--- config.mk ---
export PLATFORM = sky130hd
export DESIGN_NAME = tx_timestamp_tag_tracker_core_flat
export DESIGN_NICKNAME = d
export VERILOG_FILES = /design/src/sv/ttt_pkg.sv /design/src/sv/ttt_if.sv /design/src/sv/tx_timestamp_tag_tracker_core.sv /design/src/flat_wrapper.sv
export SDC_FILE = /design/constraint.sdc
export NUM_CORES = 2
export LEC_CHECK = 0
export BUFFER_PORTS_ARGS = -buffer_cell sky130_fd_sc_hd__buf_2
export CORE_MARGIN = 3
export CORE_UTILIZATION = 45
export CTS_CLUSTER_SIZE = 40
export DETAILED_ROUTE_END_ITERATION = 16
export HOLD_SLACK_MARGIN = 0.08
export SLEW_MARGIN = 20
export SYNTH_ARGS = -nofsm -noshare
export SYNTH_HDL_FRONTEND = slang
export SYNTH_SLANG_ARGS = --single-unit
--- constraint.sdc ---
create_clock -name i_clk -period 27.9 [get_ports i_clk]
set_clock_uncertainty 0.15 [all_clocks]
set_input_delay 0 -clock i_clk [delete_from_list [all_inputs] [get_ports i_clk]]
set_output_delay 0 -clock i_clk [all_outputs]
set_load 0.01 [all_outputs]
--- src/sv/ttt_pkg.sv ---
// ============================================================================
// ttt_pkg
// Shared types and constants of the transmit timestamp tag tracker.
// ============================================================================
package ttt_pkg;

    localparam int SLOTS    = 32;
    localparam int SLOT_W   = (SLOTS > 1) ? $clog2(SLOTS) : 1;
    localparam int TAG_W    = 16;
    localparam int NS_W     = 30;
    localparam logic [31:0] TIMEOUT_RESET = 32'd10000;
    localparam logic [TAG_W-1:0] TAG_RESET = 16'd1;

    typedef enum logic [1:0] {
        CMD_ALLOC = 2'd0,
        CMD_STAMP = 2'd1,
        CMD_SWEEP = 2'd2,
        CMD_NONE  = 2'd3
    } t_cmd;

    typedef enum logic [2:0] {
        K_ASSIGNED  = 3'd0,
        K_BUSY      = 3'd1,
        K_DELIVERED = 3'd2,
        K_NOMATCH   = 3'd3,
        K_EXPIRED   = 3'd4,
        K_DONE      = 3'd5
    } t_kind;

    typedef enum logic [2:0] {
        S_IDLE,
        S_SCAN,
        S_EVAL,
        S_EMIT,
        S_DONE
    } t_state;

    typedef struct packed {
        logic [1:0]  command;
        logic [15:0] packet_handle;
        logic [15:0] stamp_tag;
        logic [31:0] stamp_seconds;
        logic [31:0] stamp_low_word;
        logic [31:0] now_us;
    } t_in;

    typedef struct packed {
        logic [2:0]  kind;
        logic [15:0] out_tag;
        logic [15:0] out_handle;
        logic [31:0] out_seconds;
        logic [29:0] out_nanoseconds;
        logic        any_pending;
        logic        last;
    } t_out;

endpackage

--- src/sv/ttt_if.sv ---
// ============================================================================
// ttt_if
// Valid/ready channel carrying one payload.
// ============================================================================
interface ttt_if #(parameter type T = logic) ();
    logic valid;
    logic ready;
    T     data;
    modport source (output valid, output data, input ready);
    modport sink   (input valid, input data, output ready);
endinterface

--- src/sv/tx_timestamp_tag_tracker_core.sv ---
// ============================================================================
// tx_timestamp_tag_tracker_core
// Table of pending transmit-timestamp requests with tag match and timeout.
// ============================================================================
// Slot tags, handles and start times live in one synchronous memory. The
// active bits and a copy of the tags are flip-flops, so the lowest free or
// matching slot is found by a priority encode. An allocate or a timestamp
// passes through accept, search, then memory read and write back. The
// next transaction is accepted only once the result has been taken. A sweep
// reads each slot from memory and then checks its age, and it holds on an
// expired slot for as long as the previous result still waits at the sink.
module tx_timestamp_tag_tracker_core import ttt_pkg::*; (
    input  logic            i_clk,
    input  logic            i_rst_n,
    ttt_if.sink             cfg,
    ttt_if.sink             in_ch,
    ttt_if.source           out_ch
);
    logic [63:0] mem [SLOTS];
    logic [63:0] r_rd;
    logic [SLOTS-1:0] r_active, n_active;
    logic [31:0] r_timeout;
    logic [TAG_W-1:0] r_tagc, n_tagc;
    t_state r_state, n_state;
    t_in    r_in;
    logic [SLOT_W-1:0] r_idx, n_idx;
    logic   r_hit, n_hit;
    logic   r_pend, n_pend;
    logic   r_ov, n_ov;
    t_out   r_out, n_out;

    // Tags are also kept in flip-flops for the parallel match.
    logic [TAG_W-1:0] r_tags [SLOTS];

    logic   hit_any;
    logic [SLOT_W-1:0] hit_idx;
    logic   we;
    logic [63:0] wdata;
    logic [SLOT_W-1:0] rd_addr;
    logic [TAG_W-1:0] t_next;
    logic [31:0] age;
    logic   out_free;

    function automatic logic mem_tag_ok(input int i);
        return r_tags[i] == r_in.stamp_tag;
    endfunction

    assign out_free = !r_ov || out_ch.ready;
    assign cfg.ready = (r_state == S_IDLE);
    assign in_ch.ready = (r_state == S_IDLE) && !r_ov;
    assign out_ch.valid = r_ov;
    assign out_ch.data = r_out;

    always_comb begin
        hit_any = 1'b0;
        hit_idx = '0;
        for (int i = SLOTS - 1; i >= 0; i--) begin
            if (r_in.command == CMD_ALLOC ? !r_active[i] :
                (r_active[i] && mem_tag_ok(i))) begin
                hit_any = 1'b1;
                hit_idx = SLOT_W'(i);
            end
        end
    end

    assign t_next = (r_tagc + 1'b1 == '0) ? TAG_RESET : TAG_W'(r_tagc + 1'b1);
    assign age = r_in.now_us - r_rd[63:32];
    assign rd_addr = n_idx;

    always_comb begin
        n_state = r_state;
        n_idx = r_idx;
        n_hit = r_hit;
        n_pend = r_pend;
        case (r_state)
            S_IDLE: begin
                if (in_ch.valid && in_ch.ready) begin
                    n_state = (in_ch.data.command == CMD_NONE) ? S_IDLE : S_SCAN;
                    n_idx = '0;
                    n_pend = 1'b0;
                end
            end
            S_SCAN: begin
                if (r_in.command == CMD_SWEEP) begin
                    n_state = S_EVAL;
                    n_idx = '0;
                end else begin
                    n_hit = hit_any;
                    n_idx = hit_idx;
                    n_state = S_EVAL;
                end
            end
            S_EVAL: begin
                if (r_in.command != CMD_SWEEP) begin
                    if (out_free) n_state = S_IDLE;
                end else begin
                    if (r_active[r_idx]) n_pend = 1'b1;
                    if (r_active[r_idx] && age > r_timeout && !out_free) begin
                        n_state = S_EVAL;
                    end else if (r_idx == SLOT_W'(SLOTS - 1)) begin
                        n_state = S_DONE;
                    end else begin
                        n_idx = r_idx + 1'b1;
                        n_state = S_EMIT;
                    end
                end
            end
            S_EMIT: n_state = S_EVAL;
            S_DONE: if (out_free) n_state = S_IDLE;
            default: n_state = S_IDLE;
        endcase
    end

    always_comb begin
        n_out = r_out;
        n_ov = r_ov && !out_ch.ready;
        n_active = r_active;
        n_tagc = r_tagc;
        we = 1'b0;
        wdata = {r_in.now_us, r_in.packet_handle, t_next};
        case (r_state)
            S_EVAL: begin
                if (r_in.command == CMD_ALLOC && out_free) begin
                    n_ov = 1'b1;
                    n_out = '0;
                    n_out.last = 1'b1;
                    if (r_hit) begin
                        n_out.kind = K_ASSIGNED;
                        n_out.out_tag = t_next;
                        n_tagc = t_next;
                        n_active[r_idx] = 1'b1;
                        we = 1'b1;
                    end else begin
                        n_out.kind = K_BUSY;
                    end
                end else if (r_in.command == CMD_STAMP && out_free) begin
                    n_ov = 1'b1;
                    n_out = '0;
                    n_out.last = 1'b1;
                    n_out.out_tag = r_in.stamp_tag;
                    if (r_hit) begin
                        n_out.kind = K_DELIVERED;
                        n_out.out_handle = r_rd[31:16];
                        n_out.out_seconds = r_in.stamp_seconds;
                        n_out.out_nanoseconds = r_in.stamp_low_word[NS_W-1:0];
                        n_active[r_idx] = 1'b0;
                    end else begin
                        n_out.kind = K_NOMATCH;
                    end
                end else if (r_in.command == CMD_SWEEP && out_free &&
                             r_active[r_idx] && age > r_timeout) begin
                    n_ov = 1'b1;
                    n_out = '0;
                    n_out.kind = K_EXPIRED;
                    n_out.out_tag = r_rd[15:0];
                    n_out.out_handle = r_rd[31:16];
                    n_active[r_idx] = 1'b0;
                end
            end
            S_DONE: begin
                if (out_free) begin
                    n_ov = 1'b1;
                    n_out = '0;
                    n_out.kind = K_DONE;
                    n_out.any_pending = r_pend;
                    n_out.last = 1'b1;
                end
            end
            default: ;
        endcase
    end

    always_ff @(posedge i_clk) begin
        if (we) begin
            mem[r_idx] <= wdata;
            r_tags[r_idx] <= t_next;
        end
        r_rd <= mem[rd_addr];
        if (r_state == S_IDLE && in_ch.valid && in_ch.ready) r_in <= in_ch.data;
        r_out <= n_out;
    end

    always_ff @(posedge i_clk) begin
        if (!i_rst_n) begin
            r_state <= S_IDLE;
            r_active <= '0;
            r_timeout <= TIMEOUT_RESET;
            r_tagc <= TAG_RESET;
            r_ov <= 1'b0;
            r_idx <= '0;
            r_hit <= 1'b0;
            r_pend <= 1'b0;
        end else begin
            r_state <= n_state;
            r_active <= n_active;
            r_tagc <= n_tagc;
            r_ov <= n_ov;
            r_idx <= n_idx;
            r_hit <= n_hit;
            r_pend <= n_pend;
            if (cfg.valid && cfg.ready) r_timeout <= cfg.data;
        end
    end

    a_out_hold: assert property (@(posedge i_clk) disable iff (!i_rst_n)
        r_ov && !out_ch.ready |=> r_ov && $stable(r_out)) else $error("out lost");
    a_idle_ready: assert property (@(posedge i_clk) disable iff (!i_rst_n)
        in_ch.ready |-> r_state == S_IDLE) else $error("ready outside idle");
    a_alloc_sets: assert property (@(posedge i_clk) disable iff (!i_rst_n)
        we |=> r_active[$past(r_idx)]) else $error("slot not set");
endmodule

--- src/flat_wrapper.sv ---
// flat-port wrapper written by rule: the top's interface ports become plain ports
module tx_timestamp_tag_tracker_core_flat import ttt_pkg::*;
  (i_clk, i_rst_n, cfg_valid, cfg_data, cfg_ready, in_ch_valid, in_ch_data, in_ch_ready, out_ch_valid, out_ch_data, out_ch_ready);
  ttt_if #(.T(logic [31:0])) cfg_i ();
  ttt_if #(.T(t_in)) in_ch_i ();
  ttt_if #(.T(t_out)) out_ch_i ();
  input  logic i_clk;
  input  logic i_rst_n;
  input wire logic [$bits(cfg_i.valid)-1:0] cfg_valid;
  input wire logic [$bits(cfg_i.data)-1:0] cfg_data;
  output wire logic [$bits(cfg_i.ready)-1:0] cfg_ready;
  input wire logic [$bits(in_ch_i.valid)-1:0] in_ch_valid;
  input wire logic [$bits(in_ch_i.data)-1:0] in_ch_data;
  output wire logic [$bits(in_ch_i.ready)-1:0] in_ch_ready;
  output wire logic [$bits(out_ch_i.valid)-1:0] out_ch_valid;
  output wire logic [$bits(out_ch_i.data)-1:0] out_ch_data;
  input wire logic [$bits(out_ch_i.ready)-1:0] out_ch_ready;
  assign cfg_i.valid = cfg_valid;
  assign cfg_i.data = cfg_data;
  assign cfg_ready = cfg_i.ready;
  assign in_ch_i.valid = in_ch_valid;
  assign in_ch_i.data = in_ch_data;
  assign in_ch_ready = in_ch_i.ready;
  assign out_ch_valid = out_ch_i.valid;
  assign out_ch_data = out_ch_i.data;
  assign out_ch_i.ready = out_ch_ready;
  tx_timestamp_tag_tracker_core u_core (.i_clk(i_clk), .i_rst_n(i_rst_n), .cfg(cfg_i), .in_ch(in_ch_i), .out_ch(out_ch_i));
endmodule
Word level (Yosys, flattened, before mapping) --
Memories as Yosys holds them, arrays and structs flattened. A register that Yosys moved wholly into a read port is not among the register bits. Index checks and enable logic that the tools add are counted. W data, S select, Z words.
Storage, ports and cells: word-level logic and storage cells 317, memory bits (read-only) 0, output and inout port bits 102, memories kept 2, RAM bits 2560, bits in latches 0, register bits after elaboration 318
Cells by class: mux-type cells 142, divide/modulo/power cells 0, equal/unequal tests 48, magnitude comparators 3, reductions and logical operators 94, multiply operators 0, $add $sub $neg 3, bitwise operators 4, shifts and indexed selects 0
Memory list:
- u_core.mem | depth 32, width 64, read ports 1, clocked after memory_dff 1, write ports 1, line tx_timestamp_tag_tracker_core.sv:19 | logic [63:0] mem [SLOTS];
- u_core.r_tags | depth 32, width 16, read ports 32, clocked after memory_dff 0, write ports 1, line tx_timestamp_tag_tracker_core.sv:33 | logic [TAG_W-1:0] r_tags [SLOTS];
Operators with widths (number):
- $eq A16 B16 Y1 | 32
- $mux W99 | 4
- $pmux W99 S2 | 1
- $mux W5 | 37
- $mux W32 | 5
- $mux W1 | 81
- $mux W78 | 1
- $logic_and A1 B1 Y1 | 46
- $logic_not A1 Y1 | 35
- $and A32 B32 Y32 | 1
- $gt A32 B32 Y1 | 1
- $mux W16 | 2
- $not A32 Y32 | 1
- $or A32 B32 Y32 | 1
- $sub A32 B32 Y32 | 1
- $add A16 B1 Y16 const B | 1
- $logic_not A16 Y1 | 1
- $mux W3 | 5
- $pmux W5 S3 | 1
- $pmux W3 S4 | 1
- $ne A2 B1 Y1 const B | 4
- $reduce_and A4 Y1 | 2
- $eq A3 B2 Y1 const B | 2
- $lt A5 B6 Y1 const B | 1
- 21 further kinds | 27

Depth between registers and ports, before layout --
An unclocked memory read counts as a cell.
word-level depth 38, gate-level depth with buffers 37

Least setup slack after synthesis --
Ideal clock, no wire load.
path kind register to register, start point register u_core.r_in[0] in the netlist's numbering, end point register u_core.r_out, in the netlist u_core.out_ch.data[0], enable pin, setup time 1.466 ns, data required time 26.284 ns, setup slack 18.578 ns, cell stages (with the launch flop) 29, arrival time 7.706 ns, cell sequence edfxtp_1 > inv_1 > ha_1 > inv_1 > fa_1 > a21o_1 > a21o_1 > a21oi_1 > o21ai_0 > a31oi_1 > o211ai_1 > a31o_2 > nor4_1 > nor3_1 > a41oi_1 > a21oi_1 > a21o_1 > a21oi_1 > xnor2_1 > ha_1 > nand4_1 > or3_1 > nand3_1 > a41oi_1 > o31a_1 > nand2_1 > nand2_1 > a211o_1 > o21ai_0
On the way: cells in the longest elaborated chain, start to end 5
RTL lines:
- start: declaration | line tx_timestamp_tag_tracker_core.sv:25 | t_in r_in;
- start signal: assignment | line tx_timestamp_tag_tracker_core.sv:179 | if (r_state == S_IDLE && in_ch.valid && in_ch.ready) r_in <= in_ch.data;
- $sub A32 B32 Y32 | line tx_timestamp_tag_tracker_core.sv:67 | assign age = r_in.now_us - r_rd[63:32];
- $gt A32 B32 Y1 | line tx_timestamp_tag_tracker_core.sv:151 | r_active[r_idx] && age > r_timeout) begin
- $logic_and A1 B1 Y1 | line tx_timestamp_tag_tracker_core.sv:151
- $ne A4 B1 Y1 (no line)
- $reduce_and A3 Y1 (no line)
- end signal: assignment | line tx_timestamp_tag_tracker_core.sv:180 | r_out <= n_out;
- end: declaration | line tx_timestamp_tag_tracker_core.sv:30 | t_out r_out, n_out;
Every way passes these cells. A chain may end at the register's enable or synchronous reset.

Worst setup path in the final report --
start point register u_core.r_in[0] in the netlist's numbering, end point register u_core.r_rd[3], read port of u_core.mem
On the way: cells in the longest elaborated chain, start to end 7
RTL lines:
- $sub A32 B32 Y32 | line tx_timestamp_tag_tracker_core.sv:67
- $gt A32 B32 Y1 | line tx_timestamp_tag_tracker_core.sv:98 | if (r_active[r_idx] && age > r_timeout && !out_free) begin
- $logic_and A1 B1 Y1 (2 in series) | line tx_timestamp_tag_tracker_core.sv:98
- $mux W5 | line tx_timestamp_tag_tracker_core.sv:98
- $mux W5 | line tx_timestamp_tag_tracker_core.sv:94 | if (r_in.command != CMD_SWEEP) begin
- $pmux W5 S3 | line tx_timestamp_tag_tracker_core.sv:75 | case (r_state)
- end: declaration | line tx_timestamp_tag_tracker_core.sv:20 | logic [63:0] r_rd;
Every way passes these cells.

==> results.ini <==
[routing]
wl_mm = 299
drt-initial-drc-count = 6756
ant_nets = 0
drcViolationCount = 0
routedWlPerCell_um = 29.1
via_count = 60400
drtPass1Iterations = 7
vias_per_cell = 5.87

[final_layout]
final_common_cell = edfxtp_1
drive_gt1_frac = 0.122
fillCellCount = 18200
seqCellArea_um2 = 71400
fin_nets = 7337
layout_common_cells = edfxtp_1, mux2i_1, xor2_1, dlygate4sd3_1, clkbuf_16
final_cells = 10300
syn2layout_area_growth_pct = 16.8
multi_input_area_um2 = 28900

[clock_network]
clock_path_buffers = 4
root_buffer = clkbuf_16
numCtsBuffers = 277
path_clk_slew_ns = 0.06
htreeDepth = 5
clock-sinks = 2430
post_cts_buffers = 0
cts_tree = done
clock_latency_ns = 0.93

[placement]
gp_congestion = 0.979
portBuffers = 266
place_inst = 9425
dpl.hpwl_mm = 170

[logic_synthesis]
syn_nets = 6595
yosysSeqAreaShare = 0.698
syn-cell-area_um2 = 102000
ys_top_cells_by_area = edfxtp_1, mux2i_1, xor2_1, dfxtp_1, o221ai_1
yosys.area.top_type = edfxtp_1
synthCells = 6359
ys_ff_latch = 2430
async_reset_ff_frac = 0
synth_edf_count = 2275
synth_warnings = 0
synth_area_per_cell_um2 = 16.1
yosys.area.top_type_share = 0.668
synth_flop_cell = edfxtp_1
synth.distinct_cells = 71

[timing]
maxSlewViolCount = 0
max_freq_mhz = 71.2
max_slew_margin = 0.151
rsz0062_at_grt = false
period_needed_ns = 14.05
setup_viol = 0
post-route-period-util = 0.504
tightest_slew_ns = 1.27
hold_viol_final = 0
tns_ns = 0

[worst_setup_path]
cp_data_arrival_time_ns = 14.61
worst-path-stages = 35
cp-start-kind = flip-flop
end_kind = flip-flop
cpLargestDelayFamily = compound AO/OA/AOI/OAI gates
critical-path-max-stage-delay_ns = 1.01
cpMaxStageDelayCell = edfxtp_1
cp_max_fo = 134
cp.buffers_inverters = 5
path_common_cell = buf_4
critPathKind = flip-flop to flip-flop
worst_ep_required_time_ns = 28.46
rr_worst_depth = 35

[worst_hold_path]
hold_depth = 3
min_path_type = input pin to flip-flop

[grt]
grt_pass1_vias = 59100
gr-usage-met1 = 0.352
grt_util_all_layers = 0.251
grt_util_met3 = 0.0421
grt-ovfl-total = 0
grt_max_degree = 143
grt_antenna_before_repair = 11
grt_use_met2 = 0.399
grt_pass1_wl_mm = 422
grt.busiest_layer = met2

[floorplanning]
die-height_um = 483
initial_core_util = 0.454
dieArea_um2 = 233000
ioPinCount = 269
std_cell_rows = 174
die_x_um = 483
core_um2 = 225000

[run_status]
status = completed

[flow_run]
max_cap_violations = 0

[pwr]
leakage_nw = 39.7
power_density_nw_per_um2 = 68.6
max-vdd-ir-drop_mv = 0.0389

[worst reg2reg max path: cells and delay by family (launching register included)]
kind	cells	cell delay (ns)
multiplexers	1	0.23
flip-flops	1	1.01
XOR/XNOR	1	0.15
buffers and inverters	5	3.15
AO/OA/AOI/OAI	16	5.35
AND/OR/NAND/NOR	10	3.16
adder cells (fa/ha/maj)	2	0.65
[area by class of cell]
| type | count | share of cell area |
|---|---|---|
| antenna | 5 | 0.000105 |
| clock buffer | 373 | 0.0639 |
| clock inverter | 102 | 0.00726 |
| inverter | 82 | 0.00259 |
| multi-input combinational | 3484 | 0.242 |
| sequential | 2430 | 0.598 |
| tap | 2992 | 0.0313 |
| timing repair buffer | 826 | 0.0555 |
[cells by family after synthesis]
| group | after synthesis | share of synthesized area |
|---|---|---|
| AND/OR/NAND/NOR | 820 | 0.0409 |
| buffers and inverters | 445 | 0.0245 |
| AO/OA/AOI/OAI | 730 | 0.0520 |
| XOR/XNOR | 559 | 0.0479 |
| flip-flops | 2430 | 0.698 |
| multiplexers | 1306 | 0.128 |
| adder cells (fa/ha/maj) | 69 | 0.00851 |
[flip-flops by register name (all words and copies together) (netlist names), named ones only]
signal	flops
u_core.out_ch.data	99
u_core.r_state	3
u_core.r_timeout	32
u_core.r_pend	1
u_core.out_ch.valid	1
u_core.mem	2048
u_core.r_rd	64
u_core.r_tagc	16
u_core.r_hit	1
u_core.r_idx	5
u_core.r_in	128
[metrics by stage]
stage	utilization	worst slack, ns	hold WS (ns)	area [um2]	total power [W]
detailed placement	0.475	14.18	0.0281	107000	0.00478
finish	0.530	13.85	0.180	119000	0.00820
floorplan	-	18.58	-0.0511	102000	0.00460
global placement	0.475	14.24	0.0265	107000	0.00478
global route	0.530	13.26	0.158	119000	0.00846
CTS	0.530	14.14	0.111	119000	0.00825
[final timing paths]
path | from | to | slack, ns
worst min register to register | u_core.r_tagc[1] | u_core.r_tagc[1] | 0.34
worst max register to register | u_core.r_in[0] | u_core.r_rd[3] | 13.85
worst max-delay path | u_core.r_in[0] | u_core.r_rd[3] | 13.85
worst min-delay path | in_ch_data[17] | u_core.r_in[17] | 0.18
[synth_stat cells, types with 41 or more instances]
| cell type | number |
|---|---|
| a211oi_1 | 68 |
| a21oi_1 | 93 |
| and3_1 | 73 |
| buf_2 | 100 |
| buf_4 | 41 |
| buf_6 | 74 |
| clkbuf_1 | 130 |
| dfxtp_1 | 155 |
| edfxtp_1 | 2275 |
| ha_1 | 68 |
| inv_1 | 82 |
| mux2i_1 | 1301 |
| nand2_1 | 187 |
| nand3_1 | 70 |
| nand4_1 | 106 |
| nor2_1 | 139 |
| nor3_1 | 51 |
| nor4_1 | 104 |
| o21ai_0 | 51 |
| o221ai_1 | 253 |
| o22ai_1 | 154 |
| xnor2_1 | 70 |
| xor2_1 | 489 |
[what timing repair did]
action                    CTS  global route
hold endpoints to repair  265             0
gates resized for setup     0             0
hold buffers              389             0
[report_power, final]
part	internal, W	total [W]	switching (W)
Sequential	0.00402	0.00406	0.0000400
Combinational	0.000286	0.000695	0.000410
Clock	0.00204	0.00344	0.00140
[layer usage]
metal,share of wire,routed length [um]
met3,0.074,22300
met2,0.46,139000
met1,0.43,128000
met4,0.034,10100
met5,0,0
(Power assumes the default switching activity.)
